### config.mk
export PLATFORM = sky130hd
export DESIGN_NAME = lpht_mod_unit
export DESIGN_NICKNAME = d
export VERILOG_FILES = /design/src/hw/rtl/lpht_pkg.sv /design/src/hw/rtl/lpht_mod_unit.sv
export SDC_FILE = /design/constraint.sdc
export NUM_CORES = 1
export LEC_CHECK = 0
export ABC_AREA = 1
export BUFFER_PORTS_ARGS = -buffer_cell sky130_fd_sc_hd__buf_2
export CORE_ASPECT_RATIO = 0.6
export CORE_UTILIZATION = 39
export DETAILED_ROUTE_END_ITERATION = 8
export SETUP_SLACK_MARGIN = 0.2
export SLEW_MARGIN = 20
export SYNTH_ARGS = -nofsm -noshare
export SYNTH_HDL_FRONTEND = slang
export SYNTH_SLANG_ARGS = --single-unit
### constraint.sdc
create_clock -name clk_i -period 2.35 [get_ports clk_i]
set_clock_uncertainty 0.2 [all_clocks]
set_input_delay 0 -clock clk_i [delete_from_list [all_inputs] [get_ports clk_i]]
set_output_delay 0 -clock clk_i [all_outputs]
set_load 0.005 [all_outputs]
### src/hw/rtl/lpht_pkg.sv
// Shared types and codes for the linear probing hash table.
package lpht_pkg;

  localparam int unsigned CntW  = 11;
  localparam int unsigned KeyW  = 32;
  localparam int unsigned DataW = 32;

  typedef enum logic [1:0] {
    CMD_INSERT  = 2'd0,
    CMD_REPLACE = 2'd1,
    CMD_DELETE  = 2'd2,
    CMD_LOOKUP  = 2'd3
  } cmd_e;

  typedef enum logic [2:0] {
    ST_INSERTED  = 3'd0,
    ST_EXISTS    = 3'd1,
    ST_REPLACED  = 3'd2,
    ST_DELETED   = 3'd3,
    ST_FOUND     = 3'd4,
    ST_NOT_FOUND = 3'd5,
    ST_FULL      = 3'd6
  } status_e;

  typedef enum logic [1:0] {
    MARK_UNUSED = 2'd0,
    MARK_LIVE   = 2'd1,
    MARK_TOMB   = 2'd2
  } mark_e;

  typedef enum logic [2:0] {
    S_CLEAR,
    S_IDLE,
    S_DIV,
    S_PROBE,
    S_OUT
  } state_e;

  typedef struct packed {
    cmd_e             command;
    logic [KeyW-1:0]  key;
    logic [DataW-1:0] data;
  } in_t;

  typedef struct packed {
    status_e          status;
    logic [DataW-1:0] old_data;
    logic [CntW-1:0]  entry_count;
    logic [CntW-1:0]  deleted_count;
  } out_t;

  typedef struct packed {
    logic [1:0]       mark;
    logic [KeyW-1:0]  key;
    logic [DataW-1:0] value;
  } row_t;

endpackage

### src/hw/rtl/lpht_mod_unit.sv
// Bit-serial remainder unit: key modulo bucket count, one dividend bit per cycle.
module lpht_mod_unit (
  input  logic                      clk_i,
  input  logic                      rst_ni,
  input  logic                      start_i,
  input  logic [31:0]               dividend_i,
  input  logic [lpht_pkg::CntW-1:0] divisor_i,
  output logic                      done_o,
  output logic [lpht_pkg::CntW-1:0] rem_o
);
  import lpht_pkg::*;

  logic            busy_q;
  logic [4:0]      cnt_q;
  logic [31:0]     dvd_q;
  logic [CntW:0]   rem_q;
  logic [CntW-1:0] dvs_q;
  logic            done_q;
  logic [CntW:0]   trial;

  assign trial = {rem_q[CntW-1:0], dvd_q[31]};

  always_ff @(posedge clk_i or negedge rst_ni) begin
    if (!rst_ni) begin
      busy_q <= 1'b0;
      cnt_q  <= '0;
      done_q <= 1'b0;
    end else begin
      done_q <= busy_q && (cnt_q == 5'd0);
      if (start_i) begin
        busy_q <= 1'b1;
        cnt_q  <= 5'd31;
      end else if (busy_q) begin
        if (cnt_q == 5'd0) busy_q <= 1'b0;
        cnt_q <= cnt_q - 5'd1;
      end
    end
  end

  always_ff @(posedge clk_i) begin
    if (start_i) begin
      dvd_q <= dividend_i;
      dvs_q <= divisor_i;
      rem_q <= '0;
    end else if (busy_q) begin
      dvd_q <= {dvd_q[30:0], 1'b0};
      if (trial >= {1'b0, dvs_q}) rem_q <= trial - {1'b0, dvs_q};
      else rem_q <= trial;
    end
  end

  assign done_o = done_q;
  assign rem_o  = rem_q[CntW-1:0];

endmodule

=== Word-level counts from Yosys, hierarchy flattened ===
Cells that the tools add are included.

* Bits in read-only memories: 0
* Latch bits: 0
* Logic and storage cells: 20
* Bits in registers: 61
* Memories kept: 0
* RAM bits: 0
* Input port bits: 46

* Shifts and indexed selects: 0
* Reduce and logical (&&, ||, !) cells: 3
* Multiply operators: 0
* Bitwise logic cells: 0
* Order comparisons: 1
* Div/mod/pow operators: 0
* Eq/ne operators: 0
* Add/sub/neg operators: 2
* Muxes and demuxes: 8

{| class="wikitable"
|+ Operators by type and width
! kind !! number
|-
| 2-to-1 mux 32 bit || 2
|-
| greater-or-equal comparator 12 x 11 -> 1 bit || 1
|-
| 2-to-1 mux 11 bit || 1
|-
| subtractor 11 bit || 1
|-
| 2-to-1 mux 5 bit || 2
|-
| zero test 5 bit || 1
|-
| subtractor 5 x 1 -> 5 bit (second input constant) || 1
|-
| 2-to-1 mux 1 bit || 3
|-
| nonzero test 2 bit || 1
|-
| logical AND 1 bit || 1
|}

=== Depth between registers and ports, before layout ===
* Depth after elaboration: 4
* Gate-level depth with buffers: 15
* Mapped depth without buffers: 14

=== Least setup slack after synthesis ===
Ideal clock, no wire load.

* Path type: register to register
* Start point: register dvd_q[31]
* End point: register rem_q[2]
* Path slack: 317 ps
* Buffers on the path: 1
* Stages on the path, launching flop included: 15
* Required time: 1,995 ps
* Data arrival time: 1,678 ps
* Path through: edfxtp_1 inv_1 ha_1 fa_1 inv_2 nand2_2 nand2_2 nand2_2 nand2_1 nand2_2 nand3_4 buf_12 nand2_2 nand3_1 o21ai_1

* Cells in the longest elaborated chain, start to end: 2
* Elaborated cells on any way between the ends: 3
* Classes of those cells: 1 x add/sub; 1 x order compare; 1 x mux

{| class="wikitable"
|+ Ends and longest elaborated chain
! item !! RTL line !! RTL
|-
| start, declared || lpht_mod_unit.sv:15 || <nowiki>logic [31:0] dvd_q;</nowiki>
|-
| start signal, assigned || lpht_mod_unit.sv:42 || <nowiki>dvd_q <= dividend_i;</nowiki>
|-
| start signal, assigned || lpht_mod_unit.sv:46 || <nowiki>dvd_q <= {dvd_q[30:0], 1'b0};</nowiki>
|-
| subtractor 11 bit / greater-or-equal comparator 12 x 11 -> 1 bit (equally long branches) || lpht_mod_unit.sv:47 || <nowiki>if (trial >= {1'b0, dvs_q}) rem_q <= trial - {1'b0, dvs_q};</nowiki>
|-
| 2-to-1 mux 11 bit * || lpht_mod_unit.sv:47 ||
|-
| end signal, assigned || lpht_mod_unit.sv:47 ||
|-
| end signal, assigned || lpht_mod_unit.sv:48 || <nowiki>else rem_q <= trial;</nowiki>
|-
| end, declared || lpht_mod_unit.sv:16 || <nowiki>logic [CntW:0] rem_q;</nowiki>
|}

Every way passes the cells marked *; elsewhere a longest branch is shown, timed or not.
A chain may end at the register's enable or synchronous reset.

=== Worst setup path in the final report ===
* Start point: register dvs_q[0]
* End point: register rem_q[5]

* Cells in the longest elaborated chain, start to end: 2
* Elaborated cells on any way between the ends: 3
* Classes of those cells: 1 x add/sub; 1 x order compare; 1 x mux

{| class="wikitable"
|+ Ends and longest elaborated chain
! item !! RTL line !! RTL
|-
| start, declared || lpht_mod_unit.sv:17 || <nowiki>logic [CntW-1:0] dvs_q;</nowiki>
|-
| start signal, assigned || lpht_mod_unit.sv:43 || <nowiki>dvs_q <= divisor_i;</nowiki>
|-
| subtractor 11 bit / greater-or-equal comparator 12 x 11 -> 1 bit (equally long branches) || lpht_mod_unit.sv:47 ||
|-
| 2-to-1 mux 11 bit * || lpht_mod_unit.sv:47 ||
|}

Marks and branches as above.

==> reports/metrics.csv <==
metric;value;unit
status;completed;
nets;582;
first_pass_iters;4;
setup_viol;0;
drt_iter0_drc;225;
synth-xor-area-share;0.00779;
grt_pass1_vias;2623;
hold_viol;0;
grt_max_degree;38;
nFillCells;762;
clock_latency;0.33;ns
start_kind;flip-flop;
die_h;74.0;µm
synth_top_family_by_area;simple AND/OR/NAND/NOR gates;
multi_input_area;1420;µm²
crit_top_cell;nand2_2;
die_w;122;µm
cp_num_cells;12;
timing.final.crit_share;0.908;
synth.distinct_cells;30;
relSlewSlack;0.635;
tightestPinTransition;0.545;ns
maxCapViolations;0;
drive_above_1_share;0.252;
crit_type;flip-flop to flip-flop;
slew_viol_final;0;
area_growth_syn_to_layout;38.9;%
max_stage_delay;0.39;ns
diodes;0;
path_clk_slew;0.05;ns
gp_congestion;0.912;
grt_pass1_wl;13000;µm
cp_top_family;simple AND/OR/NAND/NOR gates;
crit_buf_inv;1;
crit_arrival;2.15;ns
tns;0;ns
grt_overflow;0;
crit_fanout;7;
drc;0;
ir_worst_vdd;0.466;mV
ys_warn_count;0;
slowest_stage;fa_2;
syn_nets;463;
critPathCaptureType;flip-flop;
synth_simple_gate_area_frac;0.312;
core;8130;µm²
synth-seq-area-share;0.500;
power.total;4750;µW
synth-seq-cells;61;
h-tree-depth;3;
reg2reg_depth;12;
hp-class;input port to flip-flop;
min_period;2.13;ns
power_leakage;0.00238;µW
seqCellArea;1690;µm²
synth_cells;403;
power.density;1010;nW/µm²
vias;2943;
wl_per_cell;12.9;µm
cts.path.max_buffers;2;
wl;8220;µm
initial_utilization;0.415;
rsz0062_at_grt;true;
clkSinkCount;61;
place.port_buffers;57;
io_pins;58;
synthAdderAreaFrac;0.0542;
die_area;9040;µm²
place_hpwl;5500;µm
fmax;469;MHz
muxShareOfSynthArea;0;
root_buffer;clkbuf_16;
grt_usage;0.195;
row_count;25;
antenna_found_initial;0;
vias_per_cell;4.63;
cts_tree;built;
required;2.37;ns
synth_compound_gate_area_share;0.0278;
hold_path_depth;2;
cts_buffers;9;
syn_avg_cell_area;8.37;µm²
netlist_area;3370;µm²
crit_chain;ha_2 -> fa_2 -> inv_2 -> nand2_2 -> nand2_2 -> nand2_2 -> nand2_2 -> nand2_4 -> nand3_4 -> nand3_2 -> nand3_2 -> nand2_1;
postRouteAntennaNets;0;
## cell usage in the layout, fill, tap and decap left out, types with 2 or more instances in the layout
cell           count
buf_2             57
dfxtp_1           11
dlygate4sd3_1     46
bufinv_16          2
o21ai_1            4
nand2_4            2
edfxtp_1          43
nand3_2           11
clkinvlp_4         3
nand3_1           17
clkbuf_8           2
clkinv_1           2
nand2_2           13
clkbuf_16          9
buf_4             16
dfrtp_1            7
a21oi_1            5
nand2_1          158
nor2_2             2
ha_1              12
nand4_1           13
nor2_1            14
xor2_1             3
inv_2              7
inv_1             53
o21ai_0            4
nand3_4            2
## cells by family after synthesis
group           count (synthesis)
simple gates                  234
buf+inv                        75
flops                          61
compound gates                 16
fa+ha+maj                      14
xor+xnor                        3
## cell type report
class                           count  share of cell area
Sequential cell                    61               0.360
Timing Repair Buffer              120               0.187
Clock inverter                      5              0.0176
Clock buffer                       11              0.0539
Inverter                           62              0.0497
Multi-Input combinational cell    268               0.303
Tap cell                          108              0.0288
## metal layers
layer	vias up	global-route usage	share of wire
li1	1524	-	-
met1	1324	0.299	0.52
met2	88	0.257	0.40
met3	7	0.0583	0.065
met4	0	0.0610	0.013
met5	-	0	0
## power breakdown
group          total, µW  switching (µW)  internal [µW]  leakage, µW
Clock               1460             478            985     0.000154
Combinational       1870            1090            781      0.00161
Sequential          1420             107           1320     0.000622
Total               4750            1670           3080      0.00238
## worst reg2reg max path, delay by kind of cell, from the launching register on
| family | cells | cell delay (ns) |
|---|---|---|
| flip-flops | 1 | 0.37 |
| AND/OR/NAND/NOR | 9 | 0.78 |
| buffers and inverters | 1 | 0.07 |
| adder cells (fa/ha/maj) | 2 | 0.60 |
## path summary, 6_finish.rpt
path                                         from                endpoint  slack, ns
max                            dvs_q[0]$_DFFE_PP_   rem_q[5]$_SDFFE_PP0P_       0.22
min                                  divisor_i[7]      dvs_q[7]$_DFFE_PP_       0.18
max reg2reg                    dvs_q[0]$_DFFE_PP_   rem_q[5]$_SDFFE_PP0P_       0.22
min reg2reg                rem_q[10]$_SDFFE_PP0P_  rem_q[10]$_SDFFE_PP0P_       0.29
max in group asynchronous                  rst_ni    cnt_q[4]$_DFFE_PN0P_       1.26
min in group asynchronous                  rst_ni    cnt_q[2]$_DFFE_PN0P_       0.44
## Yosys cell counts
library cell / instances / area, µm²
a21oi_1: 5 / 25.0
a21oi_4: 1 / 16.3
a22oi_1: 1 / 7.51
buf_1: 1 / 3.75
buf_12: 1 / 20.0
buf_2: 2 / 10.0
buf_6: 4 / 45.0
clkbuf_1: 5 / 18.8
clkinv_1: 2 / 7.51
dfrtp_1: 7 / 175
dfxtp_1: 11 / 220
edfxtp_1: 43 / 1290
fa_1: 1 / 20.0
ha_1: 13 / 163
inv_1: 53 / 199
inv_2: 7 / 26.3
nand2_1: 159 / 597
nand2_2: 14 / 87.6
nand3_1: 22 / 110
nand3_2: 6 / 60.1
nand3_4: 1 / 17.5
nand4_1: 13 / 81.3
nand4_4: 1 / 21.3
nor2_1: 14 / 52.6
nor2_2: 2 / 12.5
nor3_1: 1 / 5.00
o21ai_0: 4 / 20.0
o21ai_1: 5 / 25.0
or2_4: 1 / 8.76
xor2_1: 3 / 26.3
## through the flow
step | instance area [µm²] | instances | setup slack [ns] | hold WS (ns) | utilization
2_1_floorplan | 3370 | 403 | 0.317 | -0.496 | -
3_3_place_gp | 3760 | 564 | 0.146 | -0.353 | 0.463
3_5_place_dp | 3760 | 564 | 0.0721 | -0.348 | 0.463
4_1_cts | 4580 | 627 | 0.205 | 0.164 | 0.564
5_1_grt | 4690 | 635 | 0.161 | 0.168 | 0.576
6_report | 4690 | 635 | 0.216 | 0.178 | 0.576
## state kept, by name (all words and copies together) (netlist names)
| register | flops |
|---|---|
| busy_q | 1 |
| rem_q | 11 |
| done_o | 1 |
| dvd_q | 32 |
| dvs_q | 11 |
| cnt_q | 5 |
## timing repair
| item | in CTS | in global routing |
|---|---|---|
| cloned | 1 | 0 |
| endpoints found under the setup margin | 11 | 11 |
| pin swaps | 1 | 10 |
| gates resized for setup | 3 | 10 |
| hold buffers | 46 | 0 |
| setup buffers | 0 | 8 |
| hold endpoints to repair | 60 | 0 |
No activity file was read; power rests on OpenSTA's default activity.
